## config.mk

```make
export PLATFORM = sky130hd
export DESIGN_NAME = luma_quarter_sample_interpolator
export DESIGN_NICKNAME = d
export VERILOG_FILES = /design/src/lqsi_pkg.sv /design/src/lqsi_ram.sv /design/src/lqsi_filter.sv /design/src/luma_quarter_sample_interpolator.sv
export VERILOG_INCLUDE_DIRS = /design/src /design/src/src
export SDC_FILE = /design/constraint.sdc
export NUM_CORES = 2
export LEC_CHECK = 0
export BUFFER_PORTS_ARGS = -buffer_cell sky130_fd_sc_hd__buf_2
export CAP_MARGIN = 5
export CELL_PAD_IN_SITES_DETAIL_PLACEMENT = 2
export CELL_PAD_IN_SITES_GLOBAL_PLACEMENT = 2
export CORE_UTILIZATION = 32
export CTS_CLUSTER_SIZE = 10
export DETAILED_ROUTE_END_ITERATION = 6
export PLACE_DENSITY = 0.61
export RECOVER_POWER = 50
export REMOVE_ABC_BUFFERS = 1
export SETUP_SLACK_MARGIN = 0.2
export SYNTH_ARGS = -nofsm -noshare
export SYNTH_HDL_FRONTEND = slang
export SYNTH_HIERARCHICAL = 1
export SYNTH_SLANG_ARGS = --single-unit
```

## constraint.sdc

```tcl
create_clock -name clock -period 52.9 [get_ports clock]
set_input_delay 5.29 -clock clock [delete_from_list [all_inputs] [get_ports clock]]
set_output_delay 5.29 -clock clock [all_outputs]
set_load 0.01 [all_outputs]
```

## src/luma_quarter_sample_interpolator_assert.svh

```systemverilog
// Assertion macros for the luma quarter-sample interpolator.
`ifndef LUMA_QUARTER_SAMPLE_INTERPOLATOR_ASSERT_SVH
`define LUMA_QUARTER_SAMPLE_INTERPOLATOR_ASSERT_SVH
`ifndef SYNTHESIS
// Same-cycle implication.
`define LQSI_ASSERT_IMPL(label, clk, rst, ante, cons) \
   label: assert property (@(posedge clk) disable iff (rst) (ante) |-> (cons)) \
      else $error("lqsi: same-cycle check failed");
// Next-cycle implication.
`define LQSI_ASSERT_NEXT(label, clk, rst, ante, cons) \
   label: assert property (@(posedge clk) disable iff (rst) (ante) |=> (cons)) \
      else $error("lqsi: next-cycle check failed");
`else
`define LQSI_ASSERT_IMPL(label, clk, rst, ante, cons)
`define LQSI_ASSERT_NEXT(label, clk, rst, ante, cons)
`endif
`endif

```

## src/lqsi_pkg.sv

```systemverilog
// Types, constants and filter arithmetic for the luma quarter-sample interpolator.
package lqsi_pkg;

   localparam int PEL_W      = 8;
   localparam int WIN_TAPS   = 6;
   localparam int HIST_ROWS  = 5;
   localparam int PAD        = 5;
   localparam int HSUM_W     = 15;
   localparam int JSUM_W     = 21;
   localparam int TAP_OUTER  = 5;
   localparam int TAP_INNER  = 20;
   localparam int HALF_ROUND = 16;
   localparam int HALF_SHIFT = 5;
   localparam int CTR_ROUND  = 512;
   localparam int CTR_SHIFT  = 10;
   localparam int PEL_MAX    = 255;

   typedef logic [PEL_W-1:0] lqsi_pel_type;
   // window indexed [column][row], column 0 and row 0 oldest
   typedef logic [WIN_TAPS-1:0][WIN_TAPS-1:0][PEL_W-1:0] lqsi_win_type;
   typedef logic signed [HSUM_W-1:0] lqsi_hsum_type;
   typedef logic signed [JSUM_W-1:0] lqsi_jsum_type;

   // quarter-sample positions, named as in the standard
   typedef enum logic [3:0] {
      PH_FULL = 4'd0,  PH_A = 4'd1,  PH_B = 4'd2,  PH_C = 4'd3,
      PH_D    = 4'd4,  PH_E = 4'd5,  PH_F = 4'd6,  PH_G = 4'd7,
      PH_H    = 4'd8,  PH_I = 4'd9,  PH_J = 4'd10, PH_K = 4'd11,
      PH_N    = 4'd12, PH_P = 4'd13, PH_Q = 4'd14, PH_R = 4'd15
   } lqsi_phase_type;

   typedef struct packed {
      logic           go;
      logic           last;
      lqsi_phase_type phase;
   } lqsi_tag_type;

   // six-tap filter over raw samples
   function automatic lqsi_hsum_type tap6_pel(input lqsi_pel_type a, input lqsi_pel_type b,
                                              input lqsi_pel_type c, input lqsi_pel_type d,
                                              input lqsi_pel_type e, input lqsi_pel_type f);
      lqsi_hsum_type xa, xb, xc, xd, xe, xf;
      xa = lqsi_hsum_type'({{(HSUM_W-PEL_W){1'b0}}, a});
      xb = lqsi_hsum_type'({{(HSUM_W-PEL_W){1'b0}}, b});
      xc = lqsi_hsum_type'({{(HSUM_W-PEL_W){1'b0}}, c});
      xd = lqsi_hsum_type'({{(HSUM_W-PEL_W){1'b0}}, d});
      xe = lqsi_hsum_type'({{(HSUM_W-PEL_W){1'b0}}, e});
      xf = lqsi_hsum_type'({{(HSUM_W-PEL_W){1'b0}}, f});
      return lqsi_hsum_type'(xa + xf - TAP_OUTER * (xb + xe) + TAP_INNER * (xc + xd));
   endfunction

   // six-tap filter over unrounded intermediates
   function automatic lqsi_jsum_type tap6_sum(input lqsi_hsum_type a, input lqsi_hsum_type b,
                                              input lqsi_hsum_type c, input lqsi_hsum_type d,
                                              input lqsi_hsum_type e, input lqsi_hsum_type f);
      return lqsi_jsum_type'(a + f - TAP_OUTER * (b + e) + TAP_INNER * (c + d));
   endfunction

   // half sample: round, shift, clip
   function automatic lqsi_pel_type round_half(input lqsi_hsum_type t);
      logic signed [HSUM_W:0] s;
      logic signed [HSUM_W:0] q;
      s = (HSUM_W+1)'(t) + (HSUM_W+1)'(HALF_ROUND);
      q = s >>> HALF_SHIFT;
      if (s < 0) begin
         return '0;
      end else if (q > PEL_MAX) begin
         return PEL_W'(PEL_MAX);
      end
      return q[PEL_W-1:0];
   endfunction

   // centre sample: round, shift, clip
   function automatic lqsi_pel_type round_ctr(input lqsi_jsum_type t);
      logic signed [JSUM_W:0] s;
      logic signed [JSUM_W:0] q;
      s = (JSUM_W+1)'(t) + (JSUM_W+1)'(CTR_ROUND);
      q = s >>> CTR_SHIFT;
      if (s < 0) begin
         return '0;
      end else if (q > PEL_MAX) begin
         return PEL_W'(PEL_MAX);
      end
      return q[PEL_W-1:0];
   endfunction

   // average with upward rounding
   function automatic lqsi_pel_type avg2(input lqsi_pel_type p, input lqsi_pel_type q);
      logic [PEL_W:0] s;
      s = {1'b0, p} + {1'b0, q} + (PEL_W+1)'(1);
      return s[PEL_W:1];
   endfunction

endpackage

```

## src/lqsi_ram.sv

```systemverilog
// Generic single-write, single-read RAM with registered read data.
module lqsi_ram #(
   parameter int WIDTH = 8,
   parameter int DEPTH = 16
) (
   input  logic                     clock,
   input  logic                     wr_en,
   input  logic [$clog2(DEPTH)-1:0] wr_addr,
   input  logic [WIDTH-1:0]         wr_data,
   input  logic                     rd_en,
   input  logic [$clog2(DEPTH)-1:0] rd_addr,
   output logic [WIDTH-1:0]         rd_data
);

   logic [WIDTH-1:0] mem_ff [DEPTH];
   logic [WIDTH-1:0] rd_data_ff;

   always_ff @(posedge clock) begin
      if (wr_en) begin
         mem_ff[wr_addr] <= wr_data;
      end
      if (rd_en) begin
         rd_data_ff <= mem_ff[rd_addr];
      end
   end

   assign rd_data = rd_data_ff;

endmodule

```

## src/lqsi_filter.sv

```systemverilog
// Three-stage six-tap filter, rounding and quarter-sample selection.
module lqsi_filter import lqsi_pkg::*; (
   input  logic         clock,
   input  logic         reset,
   input  logic         advance,
   input  lqsi_win_type win,
   input  lqsi_tag_type tag,
   output logic         rsp_valid,
   output lqsi_pel_type rsp_predicted,
   output logic         rsp_last_of_block
);

   lqsi_tag_type  a_tag_ff, b_tag_ff;
   lqsi_hsum_type a_hsum_ff [WIN_TAPS];
   lqsi_hsum_type a_v0_ff, a_v1_ff;
   lqsi_pel_type  a_g_ff, a_right_ff, a_below_ff;
   lqsi_jsum_type b_jsum_ff;
   lqsi_pel_type  b_b0_ff, b_b1_ff, b_v0_ff, b_v1_ff, b_g_ff, b_right_ff, b_below_ff;
   logic          rsp_valid_ff, rsp_last_ff;
   lqsi_pel_type  rsp_pel_ff;
   lqsi_pel_type  j_pel, pel_in;

   // tags carry the valid bits
   always_ff @(posedge clock) begin
      if (reset) begin
         a_tag_ff     <= '0;
         b_tag_ff     <= '0;
         rsp_valid_ff <= 1'b0;
      end else if (advance) begin
         a_tag_ff     <= tag;
         b_tag_ff     <= a_tag_ff;
         rsp_valid_ff <= b_tag_ff.go;
      end
   end

   // stage A: row and column taps
   always_ff @(posedge clock) begin
      if (advance) begin
         for (int k = 0; k < WIN_TAPS; k++) begin
            a_hsum_ff[k] <= tap6_pel(win[0][k], win[1][k], win[2][k],
                                     win[3][k], win[4][k], win[5][k]);
         end
         a_v0_ff    <= tap6_pel(win[2][0], win[2][1], win[2][2], win[2][3], win[2][4], win[2][5]);
         a_v1_ff    <= tap6_pel(win[3][0], win[3][1], win[3][2], win[3][3], win[3][4], win[3][5]);
         a_g_ff     <= win[2][2];
         a_right_ff <= win[3][2];
         a_below_ff <= win[2][3];
      end
   end

   // stage B: centre tap, half-sample rounding
   always_ff @(posedge clock) begin
      if (advance) begin
         b_jsum_ff  <= tap6_sum(a_hsum_ff[0], a_hsum_ff[1], a_hsum_ff[2],
                                a_hsum_ff[3], a_hsum_ff[4], a_hsum_ff[5]);
         b_b0_ff    <= round_half(a_hsum_ff[2]);
         b_b1_ff    <= round_half(a_hsum_ff[3]);
         b_v0_ff    <= round_half(a_v0_ff);
         b_v1_ff    <= round_half(a_v1_ff);
         b_g_ff     <= a_g_ff;
         b_right_ff <= a_right_ff;
         b_below_ff <= a_below_ff;
      end
   end

   // stage C: centre rounding and position select
   always_comb begin
      j_pel = round_ctr(b_jsum_ff);
      unique case (b_tag_ff.phase)
         PH_FULL: pel_in = b_g_ff;
         PH_A:    pel_in = avg2(b_g_ff, b_b0_ff);
         PH_B:    pel_in = b_b0_ff;
         PH_C:    pel_in = avg2(b_right_ff, b_b0_ff);
         PH_D:    pel_in = avg2(b_g_ff, b_v0_ff);
         PH_E:    pel_in = avg2(b_b0_ff, b_v0_ff);
         PH_F:    pel_in = avg2(b_b0_ff, j_pel);
         PH_G:    pel_in = avg2(b_b0_ff, b_v1_ff);
         PH_H:    pel_in = b_v0_ff;
         PH_I:    pel_in = avg2(b_v0_ff, j_pel);
         PH_J:    pel_in = j_pel;
         PH_K:    pel_in = avg2(b_v1_ff, j_pel);
         PH_N:    pel_in = avg2(b_below_ff, b_v0_ff);
         PH_P:    pel_in = avg2(b_v0_ff, b_b1_ff);
         PH_Q:    pel_in = avg2(j_pel, b_b1_ff);
         PH_R:    pel_in = avg2(b_v1_ff, b_b1_ff);
      endcase
   end

   // output word register
   always_ff @(posedge clock) begin
      if (advance) begin
         rsp_pel_ff  <= pel_in;
         rsp_last_ff <= b_tag_ff.last;
      end
   end

   assign rsp_valid         = rsp_valid_ff;
   assign rsp_predicted     = rsp_pel_ff;
   assign rsp_last_of_block = rsp_last_ff;

endmodule

```

## src/luma_quarter_sample_interpolator.sv

```systemverilog
// Top level of the luma quarter-sample interpolator: window control, line RAM, window.
//
//  channel | direction | words
//  req_    | in        | sample, frac_x, frac_y, block_width, block_height, first_of_block
//  rsp_    | out       | predicted, last_of_block
//
// One window sample is taken every cycle unless rsp_ stalls; the line RAM is read at the accepted
// column and written back from stage 1, so one word per cycle is sustained while rsp_ does not stall.
// A word reaches rsp_ via stage 1, the window, filter stages A and B and the output register.
// Reset clears position, block state and valid bits; the line RAM needs no clearing.
// A stalled rsp_ word holds the whole pipeline, and req_ready falls with it.
`include "luma_quarter_sample_interpolator_assert.svh"
module luma_quarter_sample_interpolator import lqsi_pkg::*; #(
   parameter int MAX_BLOCK_SIZE = 16
) (
   input  logic       clock,
   input  logic       reset,
   input  logic       req_valid,
   output logic       req_ready,
   input  logic [7:0] req_sample,
   input  logic [1:0] req_frac_x,
   input  logic [1:0] req_frac_y,
   input  logic [4:0] req_block_width,
   input  logic [4:0] req_block_height,
   input  logic       req_first_of_block,
   output logic       rsp_valid,
   input  logic       rsp_ready,
   output logic [7:0] rsp_predicted,
   output logic       rsp_last_of_block
);

   localparam int WIN_W = MAX_BLOCK_SIZE + PAD;
   localparam int PW_W  = $clog2(WIN_W + 1);
   localparam int AW    = $clog2(WIN_W);
   localparam int COL_W = HIST_ROWS * PEL_W;

   function automatic logic [PW_W-1:0] clamp_size(input logic [4:0] s);
      if (s == 5'd0) begin
         return PW_W'(1);
      end else if (int'(s) > MAX_BLOCK_SIZE) begin
         return PW_W'(MAX_BLOCK_SIZE);
      end
      return PW_W'(s);
   endfunction

   logic            advance, accept;
   logic            active_ff, active_in;
   logic [PW_W-1:0] col_ff, col_in, row_ff, row_in, pw_ff, pw_in, ph_ff, ph_in;
   lqsi_phase_type  phase_ff, phase_in;
   logic [PW_W-1:0] s0_col, s0_row, s0_col_inc, s0_row_inc;
   logic            s0_in_block, s0_produce, s0_last;
   logic            s1_valid_ff;
   lqsi_pel_type    s1_sample_ff;
   logic [AW-1:0]   s1_addr_ff;
   lqsi_tag_type    s1_tag_ff, s2_tag_ff;
   lqsi_win_type    win_ff;
   logic [COL_W-1:0] ram_rdata, ram_wdata;
   logic            flt_valid;
   lqsi_pel_type    flt_pel;
   logic            flt_last;

   assign advance   = !flt_valid || rsp_ready;
   assign req_ready = advance;
   assign accept    = req_valid && advance;

   // window position of the offered word
   always_comb begin
      s0_in_block = req_first_of_block || active_ff;
      pw_in       = req_first_of_block ? clamp_size(req_block_width) + PW_W'(PAD) : pw_ff;
      ph_in       = req_first_of_block ? clamp_size(req_block_height) + PW_W'(PAD) : ph_ff;
      phase_in    = req_first_of_block ? lqsi_phase_type'({req_frac_y, req_frac_x}) : phase_ff;
      s0_col      = req_first_of_block ? '0 : col_ff;
      s0_row      = req_first_of_block ? '0 : row_ff;
      s0_col_inc  = s0_col + PW_W'(1);
      s0_row_inc  = s0_row + PW_W'(1);
      s0_produce  = (s0_col >= PW_W'(PAD)) && (s0_row >= PW_W'(PAD));
      s0_last     = (s0_col == pw_in - PW_W'(1)) && (s0_row == ph_in - PW_W'(1));
   end

   // next position
   always_comb begin
      col_in    = col_ff;
      row_in    = row_ff;
      active_in = active_ff;
      if (accept && s0_in_block) begin
         if (s0_col_inc == pw_in) begin
            col_in    = '0;
            row_in    = s0_row_inc;
            active_in = (s0_row_inc != ph_in);
         end else begin
            col_in    = s0_col_inc;
            row_in    = s0_row;
            active_in = 1'b1;
         end
      end
   end

   // block control registers
   always_ff @(posedge clock) begin
      if (reset) begin
         active_ff <= 1'b0;
         col_ff    <= '0;
         row_ff    <= '0;
         pw_ff     <= '0;
         ph_ff     <= '0;
         phase_ff  <= PH_FULL;
      end else begin
         active_ff <= active_in;
         col_ff    <= col_in;
         row_ff    <= row_in;
         if (accept && req_first_of_block) begin
            pw_ff    <= pw_in;
            ph_ff    <= ph_in;
            phase_ff <= phase_in;
         end
      end
   end

   // stage 1: waiting on line RAM read; stage 2 tag
   always_ff @(posedge clock) begin
      if (reset) begin
         s1_valid_ff <= 1'b0;
         s1_tag_ff   <= '0;
         s2_tag_ff   <= '0;
      end else if (advance) begin
         s1_valid_ff    <= accept && s0_in_block;
         s1_tag_ff.go   <= s0_produce;
         s1_tag_ff.last <= s0_last;
         s1_tag_ff.phase <= phase_in;
         s2_tag_ff.go   <= s1_valid_ff && s1_tag_ff.go;
         s2_tag_ff.last <= s1_tag_ff.last;
         s2_tag_ff.phase <= s1_tag_ff.phase;
      end
   end

   always_ff @(posedge clock) begin
      if (advance) begin
         s1_sample_ff <= req_sample;
         s1_addr_ff   <= s0_col[AW-1:0];
      end
   end

   // column entry: oldest row drops out, new sample goes on top
   assign ram_wdata = {s1_sample_ff, ram_rdata[COL_W-1:PEL_W]};

   lqsi_ram #(
      .WIDTH (COL_W),
      .DEPTH (WIN_W)
   ) u_line_ram (
      .clock   (clock),
      .wr_en   (advance && s1_valid_ff),
      .wr_addr (s1_addr_ff),
      .wr_data (ram_wdata),
      .rd_en   (accept),
      .rd_addr (s0_col[AW-1:0]),
      .rd_data (ram_rdata)
   );

   // 6x6 window shifts one column per window sample
   always_ff @(posedge clock) begin
      if (advance && s1_valid_ff) begin
         for (int c = 0; c < WIN_TAPS - 1; c++) begin
            win_ff[c] <= win_ff[c+1];
         end
         for (int r = 0; r < HIST_ROWS; r++) begin
            win_ff[WIN_TAPS-1][r] <= ram_rdata[r*PEL_W +: PEL_W];
         end
         win_ff[WIN_TAPS-1][WIN_TAPS-1] <= s1_sample_ff;
      end
   end

   lqsi_filter u_filter (
      .clock             (clock),
      .reset             (reset),
      .advance           (advance),
      .win               (win_ff),
      .tag               (s2_tag_ff),
      .rsp_valid         (flt_valid),
      .rsp_predicted     (flt_pel),
      .rsp_last_of_block (flt_last)
   );

   assign rsp_valid         = flt_valid;
   assign rsp_predicted     = flt_pel;
   assign rsp_last_of_block = flt_last;

   // checks
   `LQSI_ASSERT_NEXT(a_last_ends_block, clock, reset, accept && s0_in_block && s0_last, !active_ff)
   `LQSI_ASSERT_NEXT(a_first_opens_block, clock, reset, accept && req_first_of_block, active_ff && (row_ff == '0))
   `LQSI_ASSERT_IMPL(a_col_in_window, clock, reset, active_ff, col_ff < pw_ff)

endmodule
```

==> metrics.txt <==
outcome=finished with violations; failing checks=capacitance limit, slew limit; FFs w/ async S/R, synth=0; CP Data Arrival Time=14.86 ns; fraction of layout cells with a size suffix above 1=0.0804; post-cts sizing count=0; final hold viol count=0; Mapped Cells=6173; post-synthesis sequential area ratio=0.531; die area=254000 um^2; number of vias per cell=5.13; RSZ-0062 raised after global routing=no; Clock Tree Buf Depth=3; met3 Track Usage GR=0.0216; total CTS buffers=177; Slew Limit Fails=317; antenna violations before repair=12; pre-CTS setup slack=40.92 ns; Setup Skew=0.0873 ns; Final Critical Period=14.09 ns; drt wl/cell=25.1 um; max-capacitance violation count=5; CTS root buf=clkbuf_16; reg2reg setup slack=42.95 ns; Initial Util=0.323; Post-Syn Area per Cell=13.1 um^2; critical-path cell list=buf_2 > nor2b_1 > clkinvlp_2 > clkbuf_1 > nand2_1 > inv_2 > o21ai_2 > nand4b_1 > or4_1 > o21ai_1; slowest cell delay on critical path=5.05 ns; gr ovfl total=0; most frequent cells in the layout=edfxtp_1 (1394), ha_1 (762), inv_1 (602), a21oi_1 (361), xnor2_1 (324); Top Ports=38; DRT antenna net count=0; Post-DP HPWL=169 mm; post-synthesis cell type count=109; P&R area growth vs syn=11.9%; Setup Crit Path Kind=in2reg; first-pass GRT wire length=364 mm; clock-pin slew on the worst setup and hold paths=0.06 ns; via count=49900; most common cell after layout, fill and taps aside=edfxtp_1; number of post-CTS setup repair buffers=0; final setup vio count=0; Critical Path Source Type=input pin; Setup TNS=0 ns; CP max-delay cell=clkbuf_1; # DRC=0; Slew @ Worst Pin=7.36 ns; Max Fclk=0.0710 GHz; GRT met1 Usage=0.244; final wirelength=245 mm; Clock Latency Late Sink=0.86 ns; post-synth design cell area=80700 um^2; Crit. End Element=flop; Sink Count=1445; DIE HEIGHT=504 um; met2 Use GR=0.341; Detailed Routing Iterations Pass 1=4; predominant post-synthesis flop cell=edfxtp_1; largest fanout on the critical path=123; final setup margin=38.81 ns; total track usage=0.191; vias in the first global route=55800; period utilization=0.266; fin nets=7290; Die W=504 um; Detailed Route Iter0 Violations=2561; row cnt=183; CORE AREA=250000 um^2; largest net degree at the start of global routing=149; Yosys warning total=6; Critical Path RT=53.67 ns; H-tree levels=4; synthesized flop and latch total=1445; hold_buf cts=0; global routing's busiest layer=met2; Tightest Hold Check Type=reg2reg; Slew HR=-3.91; CTS tree=done; EDFF count, synth=1394; RD Place Congestion=0.824; IO buf count=37
-- registers in the layout (all words and copies together) (netlist names), 11 cells and up --
name / count
u_filter/a_hsum_ff: 90
u_line_ram/rd_data: 40
u_filter/a_v0_ff: 11
u_filter/b_jsum_ff: 12
u_line_ram/mem_ff: 840
win_ff: 288
u_filter/a_v1_ff: 11
-- Yosys cell counts (all sizes together) (51+ instances only) --
library cell / count / area share
a21o: 90 / 0.0084
a21oi: 364 / 0.023
buf: 58 / 0.0061
clkbuf: 74 / 0.0037
dfxtp: 51 / 0.013
edfxtp: 1394 / 0.52
fa: 185 / 0.046
ha: 762 / 0.12
inv: 605 / 0.028
mux2i: 271 / 0.034
mux4: 80 / 0.022
nand2: 268 / 0.012
nand3: 101 / 0.0063
nand4: 56 / 0.0044
nor2: 292 / 0.014
nor2b: 74 / 0.0057
nor3: 92 / 0.0058
o21ai: 221 / 0.014
o21bai: 108 / 0.010
xnor2: 324 / 0.035
xor2: 142 / 0.016
-- path summary, 6_finish.rpt --
path / start / to / cells past startpoint
worst min-delay path: u_line_ram/rd_data[1]$_DFFE_PP_ / win_ff[241]$_DFFE_PP_ / 0
worst max-delay path: rsp_ready / row_ff[4]$_SDFFE_PP0P_ / 10
worst max register to register: u_filter/rsp_valid$_SDFFE_PP0P_ / row_ff[4]$_SDFFE_PP0P_ / 9
worst min register to register: u_line_ram/rd_data[1]$_DFFE_PP_ / win_ff[241]$_DFFE_PP_ / 0
-- final cells by class --
class / count / area (um^2)
fill: 25600 / 159000
sequential: 1445 / 42900
multi-input combinational: 3991 / 34900
clock buffer: 207 / 4570
tap: 3330 / 4170
inverter: 605 / 2270
clock inverter: 53 / 807
timing repair buffer: 96 / 629
antenna: 4 / 10.0
-- critical path, delay by kind of cell --
family                 cells  cell delay, ns
buffers and inverters      4            6.73
AND/OR/NAND/NOR            4            2.38
AO/OA/AOI/OAI              2            0.44
-- through the flow --
step	util	instance area, um^2	hold slack [ns]	std cells
6_report	0.362	90300	0.419	9731
5_1_grt	0.362	90300	0.429	9729
4_1_cts	0.362	90300	0.418	9727
3_5_place_dp	0.340	84900	0.408	9467
3_3_place_gp	0.340	84900	0.406	9467
2_1_floorplan	-	79900	0.400	6041
-- logic make-up after synthesis --
group	after synthesis	synth area share
AND/OR/NAND/NOR	1060	0.0633
flip-flops	1445	0.531
multiplexers	393	0.0619
XOR/XNOR	470	0.0518
AO/OA/AOI/OAI	1121	0.0896
adder cells (fa/ha/maj)	947	0.164
buffers and inverters	737	0.0379
-- routing by layer --
layer	vias to the layer above	part of all wire
li1	22900	-
met1	26000	0.44
met2	691	0.50
met3	283	0.029
met4	0	0.024
met5	-	0
Power is left out: the tool's default activity adds up to more than one toggle a clock period on the data nets, which glitch-free logic cannot reach.
